[src/rtl/sledg_pkg.sv]
package sledg_pkg;

    localparam int unsigned CFG_INDEX_W = 3;
    localparam int unsigned CFG_DATA_W  = 16;
    localparam int unsigned LEVEL_W     = 8;
    localparam int unsigned MS_W        = 16;
    localparam int unsigned TIME_W      = 32;

    typedef enum logic [1:0] {
        OP_TICK     = 2'd0,
        OP_SET_MODE = 2'd1,
        OP_PULSE    = 2'd2,
        OP_ACTIVITY = 2'd3
    } t_op;

    typedef enum logic [2:0] {
        MODE_OFF       = 3'd0,
        MODE_STANDBY   = 3'd1,
        MODE_RECONNECT = 3'd2,
        MODE_PAIRING   = 3'd3,
        MODE_CONNECTED = 3'd4,
        MODE_FATAL     = 3'd5
    } t_mode;

    typedef enum logic [CFG_INDEX_W-1:0] {
        CFG_STANDBY_LEVEL = 3'd0,
        CFG_DIM_LEVEL     = 3'd1,
        CFG_MAX_LEVEL     = 3'd2,
        CFG_ACT_PULSE_MS  = 3'd3,
        CFG_ACT_GAP_MS    = 3'd4
    } t_cfg_index;

    localparam logic [11:0] STANDBY_PERIOD   = 12'd4000;
    localparam logic [11:0] STANDBY_ON       = 12'd60;
    localparam logic [10:0] RECONNECT_PERIOD = 11'd1200;
    localparam logic [10:0] RECONNECT_ON     = 11'd80;
    localparam logic [10:0] RECONNECT_GAP    = 11'd160;
    localparam logic [9:0]  PAIRING_PERIOD   = 10'd1000;
    localparam logic [9:0]  PAIRING_ON       = 10'd180;
    localparam logic [9:0]  FATAL_PERIOD     = 10'd900;
    localparam logic [9:0]  FATAL_FLASH      = 10'd100;
    localparam logic [9:0]  FATAL_SECOND     = 10'd300;
    localparam logic [9:0]  FATAL_THIRD      = 10'd500;

    // x/3 for 8-bit x as (x*171)>>9, exact over the whole range
    localparam logic [7:0]  AMBER_RECIP      = 8'd171;
    localparam int unsigned AMBER_SHIFT      = 9;

    typedef struct packed {
        logic [11:0] standby;
        logic [10:0] reconnect;
        logic [9:0]  pairing;
        logic [9:0]  fatal;
    } t_phases;

    typedef struct packed {
        logic [LEVEL_W-1:0] standby_level;
        logic [LEVEL_W-1:0] dim_level;
        logic [LEVEL_W-1:0] max_level;
    } t_levels;

    // blue in the top byte, red in the bottom, as it leaves on tdata
    typedef struct packed {
        logic [LEVEL_W-1:0] blue;
        logic [LEVEL_W-1:0] green;
        logic [LEVEL_W-1:0] red;
    } t_rgb;

    function automatic logic [LEVEL_W-1:0] standby_green(input logic [LEVEL_W-1:0] lvl);
        logic [2*LEVEL_W-1:0] prod;
        logic [LEVEL_W-1:0]   third;
        prod  = {8'd0, lvl} * {8'd0, AMBER_RECIP};
        third = 8'(prod >> AMBER_SHIFT);
        return third + 8'd1;
    endfunction

endpackage

[src/rtl/sledg_colour.sv]
module sledg_colour (
    input  logic [2:0]            i_mode,
    input  sledg_pkg::t_phases    i_phases,
    input  sledg_pkg::t_levels    i_levels,
    input  logic                  i_overlay,
    output sledg_pkg::t_rgb       o_rgb
);
    import sledg_pkg::*;

    t_rgb pat;
    logic recon_on;
    logic fatal_on;

    assign recon_on = (i_phases.reconnect < RECONNECT_ON) ||
                      ((i_phases.reconnect >= RECONNECT_GAP) &&
                       (i_phases.reconnect < RECONNECT_GAP + RECONNECT_ON));

    assign fatal_on = (i_phases.fatal < FATAL_FLASH) ||
                      ((i_phases.fatal >= 10'(2 * FATAL_FLASH)) &&
                       (i_phases.fatal < FATAL_SECOND)) ||
                      ((i_phases.fatal >= 10'(4 * FATAL_FLASH)) &&
                       (i_phases.fatal < FATAL_THIRD));

    always_comb begin
        pat = '0;
        case (i_mode)
            MODE_STANDBY: begin
                if (i_phases.standby < STANDBY_ON) begin
                    pat.red   = i_levels.standby_level;
                    pat.green = standby_green(i_levels.standby_level);
                end
            end
            MODE_RECONNECT: begin
                if (recon_on) begin
                    pat.green = i_levels.dim_level;
                    pat.blue  = i_levels.dim_level;
                end
            end
            MODE_PAIRING: begin
                if (i_phases.pairing < PAIRING_ON) pat.blue = i_levels.dim_level;
            end
            MODE_CONNECTED: begin
                pat.green = i_levels.dim_level;
            end
            MODE_FATAL: begin
                if (fatal_on) pat.red = i_levels.max_level;
            end
            default: begin
                pat = '0;   // off and the unused codes stay dark
            end
        endcase
        if (i_overlay) begin
            pat.red   = i_levels.max_level;
            pat.green = i_levels.max_level;
            pat.blue  = i_levels.max_level;
        end
    end

    assign o_rgb = pat;

endmodule

[src/rtl/status_led_pattern_generator.sv]
// Channel  | Dir | Handshake               | Payload
// ---------+-----+-------------------------+------------------------------------------
// s_axis   | in  | tvalid / tready         | tdata: new_mode, pulse_length; tuser: op
// m_axis   | out | tvalid / tready         | tdata: red, green, blue; tuser: overlay_on
// cfg      | in  | valid / ready (always 1)| index, data
//
// One request per cycle while tready is high: the state update and colour lookup
// sit combinationally between the state registers and the output register. A
// skid register behind the output holds one more result when the output stalls,
// so tready only drops once two results wait downstream.
// Synchronous active-low reset clears state and restores register defaults.
module status_led_pattern_generator (
    input  logic        i_clk,
    input  logic        i_rst_n,
    input  logic        i_s_axis_tvalid,
    output logic        o_s_axis_tready,
    input  logic [23:0] i_s_axis_tdata,  // [2:0] new_mode, [18:3] pulse_length, rest zero
    input  logic [1:0]  i_s_axis_tuser,  // [1:0] operation
    output logic        o_m_axis_tvalid,
    input  logic        i_m_axis_tready,
    output logic [23:0] o_m_axis_tdata,  // [7:0] red, [15:8] green, [23:16] blue
    output logic        o_m_axis_tuser,  // [0] overlay_on
    input  logic                             i_cfg_valid,
    output logic                             o_cfg_ready,
    input  logic [sledg_pkg::CFG_INDEX_W-1:0] i_cfg_index,
    input  logic [sledg_pkg::CFG_DATA_W-1:0]  i_cfg_data
);
    import sledg_pkg::*;

    logic [LEVEL_W-1:0] r_standby_level, r_dim_level, r_max_level;
    logic [MS_W-1:0]    r_act_pulse_ms, r_act_gap_ms;

    logic [TIME_W-1:0]  r_time_ms, n_time_ms;
    logic [TIME_W-1:0]  r_last_act, n_last_act;
    t_phases            r_phases, n_phases;
    logic [2:0]         r_mode, n_mode;
    logic [MS_W-1:0]    r_overlay_left, n_overlay_left;

    logic               r_out_valid, r_skid_valid;
    t_rgb               r_out_rgb, r_skid_rgb;
    logic               r_out_ovl, r_skid_ovl;

    logic               in_acc, out_pop;
    logic [1:0]         op;
    logic [2:0]         in_mode;
    logic [MS_W-1:0]    in_len;
    logic [TIME_W-1:0]  act_gap;
    logic [11:0]        sb_nx;
    logic [10:0]        rc_nx;
    logic [9:0]         pr_nx, ft_nx;
    t_levels            levels;
    t_rgb               res_rgb;
    logic               res_ovl;

    assign o_cfg_ready     = 1'b1;
    assign o_s_axis_tready = !r_skid_valid;
    assign in_acc          = i_s_axis_tvalid && o_s_axis_tready;
    assign out_pop         = r_out_valid && i_m_axis_tready;

    assign op      = i_s_axis_tuser;
    assign in_mode = i_s_axis_tdata[2:0];
    assign in_len  = i_s_axis_tdata[18:3];
    assign act_gap = r_time_ms - r_last_act;

    assign sb_nx = r_phases.standby + 12'd1;
    assign rc_nx = r_phases.reconnect + 11'd1;
    assign pr_nx = r_phases.pairing + 10'd1;
    assign ft_nx = r_phases.fatal + 10'd1;

    always_comb begin
        n_time_ms      = r_time_ms;
        n_last_act     = r_last_act;
        n_phases       = r_phases;
        n_mode         = r_mode;
        n_overlay_left = r_overlay_left;
        case (op)
            OP_TICK: begin
                n_time_ms          = r_time_ms + 32'd1;
                n_phases.standby   = (sb_nx >= STANDBY_PERIOD)   ? '0 : sb_nx;
                n_phases.reconnect = (rc_nx >= RECONNECT_PERIOD) ? '0 : rc_nx;
                n_phases.pairing   = (pr_nx >= PAIRING_PERIOD)   ? '0 : pr_nx;
                n_phases.fatal     = (ft_nx >= FATAL_PERIOD)     ? '0 : ft_nx;
                if (r_overlay_left != '0) n_overlay_left = r_overlay_left - 16'd1;
            end
            OP_SET_MODE: begin
                n_mode = in_mode;
            end
            OP_PULSE: begin
                if (in_len > r_overlay_left) n_overlay_left = in_len;
            end
            OP_ACTIVITY: begin
                if (act_gap >= {16'd0, r_act_gap_ms}) begin
                    n_last_act = r_time_ms;
                    if (r_act_pulse_ms > r_overlay_left) n_overlay_left = r_act_pulse_ms;
                end
            end
            default: begin
                n_mode = r_mode;
            end
        endcase
    end

    assign levels  = '{standby_level: r_standby_level, dim_level: r_dim_level,
                       max_level: r_max_level};
    assign res_ovl = (n_overlay_left != '0);

    sledg_colour u_colour (
        .i_mode    (n_mode),
        .i_phases  (n_phases),
        .i_levels  (levels),
        .i_overlay (res_ovl),
        .o_rgb     (res_rgb)
    );

    always_ff @(posedge i_clk) begin
        if (!i_rst_n) begin
            r_standby_level <= 8'd32;
            r_dim_level     <= 8'd16;
            r_max_level     <= 8'd255;
            r_act_pulse_ms  <= 16'd35;
            r_act_gap_ms    <= 16'd90;
        end else if (i_cfg_valid) begin
            case (i_cfg_index)
                CFG_STANDBY_LEVEL: r_standby_level <= i_cfg_data[LEVEL_W-1:0];
                CFG_DIM_LEVEL:     r_dim_level     <= i_cfg_data[LEVEL_W-1:0];
                CFG_MAX_LEVEL:     r_max_level     <= i_cfg_data[LEVEL_W-1:0];
                CFG_ACT_PULSE_MS:  r_act_pulse_ms  <= i_cfg_data;
                CFG_ACT_GAP_MS:    r_act_gap_ms    <= i_cfg_data;
                default: ;
            endcase
        end
    end

    always_ff @(posedge i_clk) begin
        if (!i_rst_n) begin
            r_time_ms      <= '0;
            r_last_act     <= '0;
            r_phases       <= '0;
            r_mode         <= MODE_OFF;
            r_overlay_left <= '0;
        end else if (in_acc) begin
            r_time_ms      <= n_time_ms;
            r_last_act     <= n_last_act;
            r_phases       <= n_phases;
            r_mode         <= n_mode;
            r_overlay_left <= n_overlay_left;
        end
    end

    // output register with one skid entry behind it
    always_ff @(posedge i_clk) begin
        if (!i_rst_n) begin
            r_out_valid  <= 1'b0;
            r_skid_valid <= 1'b0;
        end else if (!r_out_valid || out_pop) begin
            if (r_skid_valid) begin
                r_out_valid  <= 1'b1;
                r_skid_valid <= 1'b0;
            end else begin
                r_out_valid  <= in_acc;
            end
        end else if (in_acc) begin
            r_skid_valid <= 1'b1;
        end
    end

    always_ff @(posedge i_clk) begin
        if (!r_out_valid || out_pop) begin
            if (r_skid_valid) begin
                r_out_rgb <= r_skid_rgb;
                r_out_ovl <= r_skid_ovl;
            end else begin
                r_out_rgb <= res_rgb;
                r_out_ovl <= res_ovl;
            end
        end else if (in_acc) begin
            r_skid_rgb <= res_rgb;
            r_skid_ovl <= res_ovl;
        end
    end

    assign o_m_axis_tvalid = r_out_valid;
    assign o_m_axis_tdata  = r_out_rgb;
    assign o_m_axis_tuser  = r_out_ovl;

endmodule

[config.mk]
export PLATFORM = sky130hd
export DESIGN_NAME = status_led_pattern_generator
export DESIGN_NICKNAME = d
export VERILOG_FILES = /design/src/rtl/sledg_pkg.sv /design/src/rtl/sledg_colour.sv /design/src/rtl/status_led_pattern_generator.sv
export SDC_FILE = /design/constraint.sdc
export NUM_CORES = 1
export LEC_CHECK = 0
export BUFFER_PORTS_ARGS = -buffer_cell sky130_fd_sc_hd__buf_2
export CAP_MARGIN = 0
export CORE_MARGIN = 10
export CORE_UTILIZATION = 45
export CTS_BUF_LIST = sky130_fd_sc_hd__clkbuf_16
export CTS_CLUSTER_DIAMETER = 30
export DETAILED_ROUTE_END_ITERATION = 10
export GPL_TIMING_DRIVEN = 0
export SYNTH_ARGS = -nofsm -noshare
export SYNTH_HDL_FRONTEND = slang
export SYNTH_SLANG_ARGS = --single-unit
[constraint.sdc]
create_clock -name i_clk -period 5.3 [get_ports i_clk]
set_input_delay 0.795 -clock i_clk [delete_from_list [all_inputs] [get_ports i_clk]]
set_output_delay 0.795 -clock i_clk [all_outputs]
set_load 0.05 [all_outputs]
==> results of run 1 <==
[kinds of logic (layout without fill, tap and decap cells)]
kind of cell	after synthesis	in the layout	share of synthesized area
muxes	55	55	0.0323
buffers and inverters	268	515	0.0619
and+or+nand+nor	806	806	0.232
adders and majority gates	144	144	0.109
xor gates and xnor gates	78	78	0.0392
DFF	234	234	0.298
other	1	6	0.000215
AOI/OAI and AO/OA	561	561	0.227
[sequential cells by signal, indices dropped and copies added, names as in the netlist]
name / count
r_skid_valid: 1
r_time_ms: 32
r_dim_level: 8
o_m_axis_tvalid: 1
r_standby_level: 8
o_m_axis_tuser: 1
o_m_axis_tdata: 24
r_phases: 43
r_act_pulse_ms: 16
r_last_act: 32
r_skid_ovl: 1
r_max_level: 8
r_skid_rgb: 24
r_act_gap_ms: 16
r_overlay_left: 16
r_mode: 3
[synthesized netlist by cell type (all sizes together), types with 61 or more instances]
library cell / count
nor2: 118
a21oi: 90
nand3: 74
inv: 141
nor2b: 74
and2: 66
clkbuf: 100
dfxtp: 184
ha: 131
nand2: 288
o21ai: 125
xnor2: 61
[power by group through the flow]
stage	registers [W]	clock network, W	logic (W)
2_1_floorplan	0.00201	0	0.000862
3_3_place_gp	0.00196	0	0.00126
3_5_place_dp	0.00196	0	0.00127
4_1_cts	0.00193	0.00384	0.00155
5_1_grt	0.00194	0.00394	0.00190
6_report	0.00193	0.00379	0.00179
[cell type report]
cell class / instances / area (µm²) / share of cell area
buffer: 126 / 621 / 0.0284
clock buffer: 68 / 1700 / 0.0778
multi-input combinational: 1645 / 11800 / 0.538
inverter: 142 / 536 / 0.0245
timing repair buffer: 129 / 952 / 0.0436
clock inverter: 50 / 439 / 0.0201
antenna: 5 / 12.5 / 0.000572
tap: 511 / 639 / 0.0293
sequential: 234 / 5200 / 0.238
[metal layers]
layer / share of wire / wire (µm) / up-vias / global-route usage
li1: - / - / 8159 / -
met1: 0.44 / 24500 / 8018 / 0.297
met2: 0.46 / 25800 / 555 / 0.365
met3: 0.067 / 3780 / 150 / 0.0448
met4: 0.034 / 1930 / 0 / 0.0955
met5: 0 / 0 / - / 0
[final timing paths]
check | endpoint | cells after the start
worst min register to register | r_act_gap_ms[7] | 2
worst min-delay path | r_act_gap_ms[7] | 2
worst max-delay path | o_m_axis_tdata[5] | 22
worst max register to register | o_m_axis_tdata[5] | 22
[worst max-delay path: cells and delay by family, from the launching register on]
kind	cells	cell delay [ns]
AO/OA/AOI/OAI	13	3.02
buffers and inverters	2	0.36
flip-flops	1	0.35
adder cells (fa/ha/maj)	2	0.52
AND/OR/NAND/NOR	4	1.16
XOR/XNOR	1	0.15
[what timing repair did]
action,in CTS,in global routing
pin swaps,35,39
hold endpoints to repair,0,0
buffers inserted,26,24
endpoints found under the setup margin,80,59
cloned,4,4
resized for setup,96,64
[through the flow]
step | hold slack [ns] | cells | worst slack (ns) | cell area (µm²)
floorplan | 0.443 | 2147 | 0.0148 | 17400
global placement | 0.456 | 2728 | -1.00 | 18400
detailed placement | 0.461 | 2729 | -1.07 | 18500
CTS | 0.463 | 2877 | -0.414 | 21300
global route | 0.487 | 2909 | -0.704 | 21900
finish | 0.469 | 2910 | -0.488 | 21900
==> metrics.md, run 1 <==
| Metric | Value |
|---|---|
| I/O Buffers | 70 |
| Crit Path Category | reg2reg |
| Total CTS buffers | 66 |
| Combinational group share of total power | 0.238 |
| CP max stage cell | or4_4 |
| Ys async rst share | 0 |
| Pleak | around 8.6 nW |
| CTS Hold Bufs | 0 |
| Clock share of power | 0.505 |
| Cell Rows | 71 |
| Reg2Reg Setup Slack | -0.49 ns |
| Overall Global Routing Usage | 0.229 |
| Share of the synthesized area in the top cell type | 0.212 |
| Net Sw Frac | 0.306 |
| Worst Path Required | 5.68 ns |
| Critical Path Start | r_time_ms[4] |
| Dpl hpwl | 40700 µm |
| Warnings from Yosys | 0 |
| CP Cell Sequence | ha_4 -> a21o_1 -> a211o_1 -> o2111a_1 -> nor2_2 -> xnor2_1 -> ha_1 -> a21o_1 -> a211o_1 -> a2111oi_4 -> o41ai_2 -> a22o_1 -> a2111oi_4 -> and4_4 -> a311o_1 -> buf_6 -> o211ai_1 -> a22oi_2 -> nand4_4 -> buf_4 -> or4_4 -> o211ai_1 |
| Max Cap Viol | 0 |
| EDFF count, synth | 50 |
| Setup crit end kind | flop |
| Power consumption | 0.00751 W |
| Status | complete, but fails checks |
| Gr ovfl total | 0 |
| Fmax achieved | 0.173 GHz |
| Synthesized area per cell | 8.11 µm² |
| Filler cells | 3461 |
| Max VDD drop | about 0.2 mV |
| Worst skew pair latency | about 0.58 ns |
| Failing checks | negative setup slack |
| CTS Buffer Depth | 3 |
| Synth-to-Final Area Change | 25.6% |
| Vias in the first global route | 16300 |
| Synth area leader | dfxtp_1 |
| I/O pins | just under 80 |
| Critical path launch point type | flop |
| Flop pwr share | 0.257 |
| Slew Limit Headroom | 0.131 |
| DRC violations left | 0 |
| Tmin final | 5.79 ns |
| Post-route setup TNS | -17.90 ns |
| Largest stage delay, worst path | 0.49 ns |
| Min-delay src | r_act_gap_ms[7] |
| Final WL | 56000 µm |
| Final WS setup | -0.488 ns |
| Sequential area share after synthesis | 0.298 |
| Initial Util | 0.459 |
| Final Core Density | 0.576 |
| Synth Flop Type | dfxtp_1 |
| Mapped cell area | 17400 µm² |
| First-pass GRT wire length | 87700 µm |
| Iteration-0 DRC Markers | between 1500 and 2000 |
| Commonest non-fill, non-tap cells in the layout | nand2_1 (286), dfxtp_1 (175), inv_1 (152) |
| Core box area | roughly 38000 µm² |
| Final GP Congestion | approximately 0.93 |
| Die Y-Extent | between 200 and 250 µm |
| Internal power | about 0.0052 W |
| CTS tree | done |
| Share of layout cells above drive strength 1 | 0.158 |
| Top post-synthesis cells by area | dfxtp_1 (21%), ha_1 (9.4%), edfxtp_1 (8.6%), nand2_1 (6.2%), o21ai_0 (3.2%) |
| Period utilization | 1.09 |
| Final setup fails | 49 |
| Unrepaired setup endpoints after global routing | true |
| DR vias | 16900 |
| Clock transition at path regs | ~0.040 ns |
| Critical path peak fanout | 7 |
| Die width | around 220 µm |
| Max Slew Vio Count | 0 |
| PwrDens | approximately 340 nW/µm² |
| Final #Nets | 2538 |
| Sw Pwr | 0.00230 W |
| Actual slew at the worst max-slew pin | 1.27 ns |
| Worst EP arrival | roughly 6.2 ns |
| Hold crit path type | reg2reg |
| Post-DR vias/cell | just under 6 |
| Routed len/inst | 19.2 µm |
| CTS H-tree depth | 3 |
| Seq cells post-synth | ~230 |
| Final hold violations | 0 |
| Post-synth net total | 2341 |
| Clk sinks | 234 |
| Worst r2r src | r_time_ms[4] |
| Largest net degree at the start of global routing | 29 |
| Library cells used by synthesis | slightly above 100 |
| Synthesized instance count | 2147 |
| Antenna violations before repair | 6 |
| Final ANT Viol Nets | 0 |
| Initial DRT Pass Iterations | 5 |
| Most common cell after layout, fill and taps aside | nand2_1 |
| Fin Clk Skew | 0.0245 ns |
| Die area | 46900 µm² |
| Root Driver | clkbuf_16 |
No activity file was read; power rests on OpenSTA's default activity.
==> inputs of run 2 (changes only) <==
Settings changed: SETUP_SLACK_MARGIN set to 0.3.
==> run 2 against run 1 <==
Compared with the run above: the run still ends with negative setup slack left; clock power decreased by 6.3%; final cell count shrank 0.41%; maximum frequency up 2.0%; combinational power about the same; hold slack worse by 0.010 ns; total power down 3.4%; critical endpoint is now r_skid_rgb[5]; largest power group unchanged.
==> metrics.md, run 2 (same netlist as run 1, synthesis figures left out) <==
| Metric | Value |
|---|---|
| Area of the multi-input gates | 11700 µm² (-0.14%) |
| Tmin final | 5.68 ns (-0.112 ns) |
| Hold crit path type | in2reg |
| Worst Path Required | 5.64 ns (-0.04 ns) |
| Final WS setup | -0.376 ns (+0.112 ns) |
| DR vias | 16800 (-0.37%) |
| Max Cap Viol | 0 (unchanged) |
| Met3 Routed Length | 3800 µm (+0.61%) |
| Period utilization | 1.07 (-0.0211) |
| Slew Limit Headroom | 0.166 (+0.0345) |
| FF+latch area | 5200 µm² (about the same) |
| Critical path launch point type | flop |
| Iteration-0 DRC Markers | 1334 (-20%) |
| Clock transition at path regs | 0.05 ns (about the same) |
| CP Cell Sequence | ha_4 -> a21o_1 -> a211o_1 -> o2111a_2 -> nor2_4 -> xnor2_2 -> ha_1 -> a21o_1 -> a211o_1 -> a2111oi_4 -> o41ai_2 -> a22o_1 -> a2111oi_4 -> and4_4 -> a311o_1 -> buf_6 -> o211ai_1 -> a2bb2oi_4 -> nand4_4 -> buf_8 -> buf_4 -> nor4_4 -> buf_4 -> o21ai_1 |
| Biggest regs | r_phases x43, r_last_act x32, r_time_ms x32 |
| Dpl hpwl | 41100 µm (+0.93%) |
| Max VDD drop | 0.245 mV (+23%) |
| Gr ovfl total | 0 (unchanged) |
| DR top layer | met4 |
| Overall Global Routing Usage | 0.231 (+0.00147) |
| Pleak | 8.44 nW (-2.1%) |
| Share of layout cells above drive strength 1 | 0.155 (-0.00353) |
| Final #Nets | 2531 (-0.28%) |
| Dpl cells | 2731 (+0.073%) |
| Filler cells | 3467 (+0.17%) |
| Final GP Congestion | 0.980 (+5.8%) |
| Number of flip-flops in the largest register | 43 (unchanged) |
| CTS tree | done |
| I/O pins | 78 (unchanged) |
| Fin Clk Skew | 0.0258 ns (+0.00129 ns) |
| Clk sinks | 234 (unchanged) |
| Largest net degree at the start of global routing | 29 (unchanged) |
| Post-DR vias/cell | 5.80 (about the same) |
| Die area | 46900 µm² (unchanged) |
| Root Driver | clkbuf_16 |
| Die width | 217 µm (unchanged) |
| Post-route insts no fill | 2898 (-0.41%) |
| CTS H-tree depth | 2 (-1) |
| Met1 WL | 24200 µm (-1.0%) |
| Cell Rows | 71 (unchanged) |
| Final ANT Viol Nets | 0 (unchanged) |
| First-pass GRT wire length | 88300 µm (+0.61%) |
| Antenna violations before repair | 1 (-5) |
| I/O Buffers | 70 (unchanged) |
| Largest stage delay, worst path | 0.38 ns (-0.11 ns) |
| Crit Path Category | reg2reg |
| Most common cell after layout, fill and taps aside | nand2_1 |
| Failing checks | negative setup slack |
| Final setup fails | 49 (unchanged) |
| Setup crit end kind | flop |
| Final Core Density | 0.569 (-0.00683) |
| DR WL met2 | 26100 µm (+1.3%) |
| Critical path peak fanout | 6 (-1) |
| Final hold violations | 0 (unchanged) |
| Status | complete, but fails checks |
| Unrepaired setup endpoints after global routing | true |
| Worst EP arrival | 6.02 ns (-0.15 ns) |
| Actual slew at the worst max-slew pin | 1.25 ns (-0.0189 ns) |
| Fmax achieved | 0.176 GHz (+2.0%) |
| Top reg by flops | r_phases |
| PwrDens | 336 nW/µm² (-2.3%) |
| DRC violations left | 0 (unchanged) |
| Worst skew pair latency | 0.61 ns (+0.03 ns) |
| CP max stage cell | dfxtp_2 |
| Bufs and invs on worst path | 4 (+2) |
| Die Y-Extent | 217 µm (unchanged) |
| Routed len/inst | 19.3 µm (+0.36%) |
| Total CTS buffers | 56 (-15%) |
| Final WL | 55900 µm (about the same) |
| Synth-to-Final Area Change | 24.1% |
| Initial DRT Pass Iterations | 6 (+1) |
| Commonest non-fill, non-tap cells in the layout | nand2_1 (286), dfxtp_1 (178), inv_1 (144) |
| Setup WS pre-CTS | -0.964 ns (+0.105 ns) |
| Family with the most delay on the worst path | compound AO/OA/AOI/OAI gates |
| Vias in the first global route | 16000 (-1.6%) |
| Max Slew Vio Count | 0 (unchanged) |
| Initial Util | 0.459 (unchanged) |
| CTS Buffer Depth | 3 (unchanged) |
| Core box area | 37900 µm² (unchanged) |
-- run 2: timing repair --
action	in CTS	in global routing
setup buffers	31	20
endpoints found under the setup margin	89	84
gates cloned	6	1
gates resized for setup	72	35
hold buffers	0	0
pin swaps	26	28
-- run 2: cell type report --
class / instances / area share
Antenna cell: 3 / 0.000348
Buffer: 126 / 0.0277
Clock buffer: 58 / 0.0672
Clock inverter: 47 / 0.0232
Inverter: 142 / 0.0248
Multi-Input combinational cell: 1646 / 0.544
Sequential cell: 234 / 0.241
Tap cell: 511 / 0.0296
Timing Repair Buffer: 131 / 0.0429
-- run 2: per-stage QoR --
stage                     power [W]  hold slack (ns)  TNS, ns  area [µm²]
after floorplan             0.00292            0.443        0       17600
after global placement      0.00328            0.457   -40.47       18600
after detailed placement    0.00330            0.462   -44.15       18600
after CTS                   0.00713            0.438   -12.10       21200
after global routing        0.00751            0.463   -25.23       21600
final                       0.00725            0.459   -13.43       21600
-- run 2: path summary, 6_finish.rpt --
kind	start	depth (start not counted)	slack, ns	end
setup / recovery	r_time_ms[4]	24	-0.38	r_skid_rgb[5]
hold / removal	i_cfg_data[11]	3	0.46	r_act_pulse_ms[11]
setup reg to reg	r_time_ms[4]	24	-0.38	r_skid_rgb[5]
hold reg to reg	r_act_gap_ms[2]	2	0.47	r_act_gap_ms[2]
-- run 2: worst register-to-register path, cell delays in order, from the launching register on --
cell	delay, ns
dfxtp_2	0.38
ha_4	0.23
a21o_1	0.19
a211o_1	0.32
o2111a_2	0.30
nor2_4	0.11
xnor2_2	0.07
ha_1	0.31
a21o_1	0.16
a211o_1	0.33
a2111oi_4	0.21
o41ai_2	0.14
a22o_1	0.22
a2111oi_4	0.27
and4_4	0.30
a311o_1	0.25
buf_6	0.15
o211ai_1	0.15
a2bb2oi_4	0.29
nand4_4	0.18
buf_8	0.19
buf_4	0.14
nor4_4	0.27
buf_4	0.21
o21ai_1	0.07
-- run 2: per-layer routing --
layer | up-vias | global-route usage
li1 | 8137 | -
met1 | 7983 | 0.298
met4 | 0 | 0.0897
met5 | - | 0
met3 | 120 | 0.0407
met2 | 579 | 0.375
-- run 2: where the power goes --
group          internal [W]  switching [W]  leakage, nW
sequential          0.00188      0.0000481         1.91
clock               0.00241        0.00114        0.971
combinational      0.000703        0.00106         5.56
total               0.00500        0.00225         8.44
==> inputs of run 3 (changes only) <==
Settings changed: RECOVER_POWER set to 25, SYNTH_HIERARCHICAL set to 1.
==> run 3 against run 2 <==
Compared with the run above: the run ends with max-capacitance violations, max-slew violations, negative setup slack left; sequential power hardly changed; critical path depth increased by 4; core utilization down 1.4 points; area after synthesis shrank 3.1%; design area decreased by 5.5%; maximum frequency down 11%; wire length is 8.4% lower; total power down 9.2%; register-to-register slack got worse by 0.71 ns; non-clock buffer count fell by 55; sequential share of layout area rose by 1.4 points; critical endpoint is now o_m_axis_tdata[15]; largest cell class unchanged; largest power group unchanged.
==> metrics.md, run 3 <==
| Metric | Value |
|---|---|
| Cell Area, Placed | 17900 µm² (-3.8%) |
| Antenna violations before repair | 0 (-1) |
| Filler cells | 3466 (-0.029%) |
| Failing checks | max-capacitance violations, max-slew violations, negative setup slack |
| Die area | 45600 µm² (-2.8%) |
| CP max stage cell | or4_4 |
| Number of flip-flops in the largest register | 43 (unchanged) |
| Final WL | 51200 µm (-8.4%) |
| Worst skew pair latency | 0.61 ns (about the same) |
| Crit Path Category | reg2reg |
| Top reg by flops | r_phases |
| Total CTS buffers | 54 (-3.6%) |
| Worst EP arrival | 6.85 ns (+0.83 ns) |
| Final Core Density | 0.555 (-0.0145) |
| Final WS setup | -1.08 ns (-0.705 ns) |
| Hold crit path type | reg2reg |
| Final GP Congestion | 0.932 (-4.9%) |
| Crit path top cell by count | a211oi_2 |
| Pleak | 8.18 nW (-3.1%) |
| Actual slew at the worst max-slew pin | 1.68 ns (+0.431 ns) |
| Overall Global Routing Usage | 0.222 (-0.00877) |
| Largest stage delay, worst path | 0.59 ns (+0.21 ns) |
| Dpl hpwl | 38300 µm (-6.9%) |
| Vias in the first global route | 14900 (-7.1%) |
| PwrDens | 322 nW/µm² (-4.0%) |
| Largest net degree at the start of global routing | 29 (unchanged) |
| I/O Buffers | 69 (-1.4%) |
| Synthesized area per cell | 8.16 µm² (+0.70%) |
| Clock transition at path regs | 0.05 ns (about the same) |
| CTS Hold Bufs | 0 (unchanged) |
| Warnings from Yosys | 6 (+6) |
| Die Y-Extent | 214 µm (-1.4%) |
| Post-DR vias/cell | 5.70 (-1.8%) |
| Status | complete, but fails checks |
| CTS Buffer Depth | 3 (unchanged) |
| Core box area | 36800 µm² (-3.0%) |
| Routed len/inst | 18.7 µm (-3.0%) |
| Commonest non-fill, non-tap cells in the layout | nand2_1 (277), dfxtp_1 (176), o21ai_0 (131) |
| Diodes inserted | 0 (-3) |
| Tmin final | 6.38 ns (+0.705 ns) |
| Fmax achieved | 0.157 GHz (-11%) |
| Worst Path Required | 5.77 ns (+0.13 ns) |
| Setup crit end kind | flop |
| Cell Rows | 70 (-1.4%) |
| DR vias | 15600 (-7.3%) |
| Fin Clk Skew | 0.0451 ns (+0.0193 ns) |
| Max Slew Vio Count | 29 (+29) |
| CTS tree | done |
| Final hold violations | 0 (unchanged) |
| Critical path peak fanout | 7 (+1) |
| Initial DRT Pass Iterations | 5 (-1) |
| Period utilization | 1.20 (+0.133) |
| Final setup fails | 50 (+2.0%) |
| DRC violations left | 0 (unchanged) |
| Slew Limit Headroom | -0.121 (-0.287) |
| Critical path launch point type | flop |
| Post-route cell area | 20400 µm² (-5.5%) |
| Most common cell after layout, fill and taps aside | nand2_1 |
| Final #Nets | 2417 (-4.5%) |
| Gr ovfl total | 0 (unchanged) |
| I/O pins | 78 (unchanged) |
| Die width | 214 µm (-1.4%) |
| Clk sinks | 234 (unchanged) |
| Post-synth net total | 2259 (-3.5%) |
| Unrepaired setup endpoints after global routing | true |
| Synthesized instance count | 2066 (-3.8%) |
| Post-route setup TNS | -45.11 ns (-31.68 ns) |
| Min Hold Slack | 0.473 ns (+0.0143 ns) |
| Max VDD drop | 0.298 mV (+21%) |
| Biggest regs | r_phases x43, r_last_act x32, r_time_ms x32 |
| Max Cap Viol | 1 (+1) |
| Share of layout cells above drive strength 1 | 0.149 (-0.00626) |
| Synth-to-Final Area Change | 21.0% |
| First-pass GRT wire length | 80900 µm (-8.3%) |
| Iteration-0 DRC Markers | 1295 (-2.9%) |
| CTS H-tree depth | 2 (unchanged) |
| Root Driver | clkbuf_16 |
| Initial Util | 0.459 (about the same) |
| Mapped cell area | 16900 µm² (-3.1%) |
| Final ANT Viol Nets | 0 (unchanged) |
-- run 3: what timing repair did --
item / 4_1_cts / 5_1_grt
endpoints found under the setup margin: 53 / 90
gates resized for setup: 52 / 39
pin swaps: 13 / 18
setup buffers: 20 / 13
-- run 3: path summary, 6_finish.rpt --
check	cells after the start	end	startpoint	slack, ns
max	28	o_m_axis_tdata[15]	r_time_ms[0]	-1.08
min	2	r_act_gap_ms[15]	r_act_gap_ms[15]	0.47
max reg2reg	28	o_m_axis_tdata[15]	r_time_ms[0]	-1.08
min reg2reg	2	r_act_gap_ms[15]	r_act_gap_ms[15]	0.47
-- run 3: area by class of cell --
class	count	area, µm²	share of cell area
Buffer	100	472	0.0231
Clock buffer	54	1350	0.0662
Clock inverter	47	531	0.0260
Inverter	122	460	0.0226
Multi-Input combinational cell	1610	11200	0.548
Sequential cell	234	5190	0.254
Tap cell	468	586	0.0287
Timing Repair Buffer	102	631	0.0309
-- run 3: through the flow --
step	setup slack [ns]	total power, W	cells
after global placement	-1.24	0.00308	2603
after CTS	-1.00	0.00657	2724
after floorplan	-0.261	0.00276	2066
final	-1.08	0.00658	2737
after detailed placement	-1.33	0.00309	2603
after global routing	-1.32	0.00685	2737
-- run 3: per-layer routing --
metal	up-vias	GRT usage	routed length [µm]
li1	7664	-	-
met1	7406	0.299	23800
met2	433	0.350	23000
met3	89	0.0358	2740
met4	0	0.0860	1680
met5	-	0	0
-- run 3: power by group --
part	switching [W]	internal (W)	total (W)
Sequential	0.0000543	0.00189	0.00195
Combinational	0.000772	0.000463	0.00123
Clock	0.00110	0.00229	0.00340
-- run 3: critical path, delay by kind of cell (launching register included) --
family                   cells  cell delay (ns)
AND/OR/NAND/NOR             10             2.87
multiplexers                 1             0.16
XOR/XNOR                     1             0.22
flip-flops                   1             0.33
buffers and inverters        2             0.20
AO/OA/AOI/OAI               11             1.72
adder cells (fa/ha/maj)      3             0.79
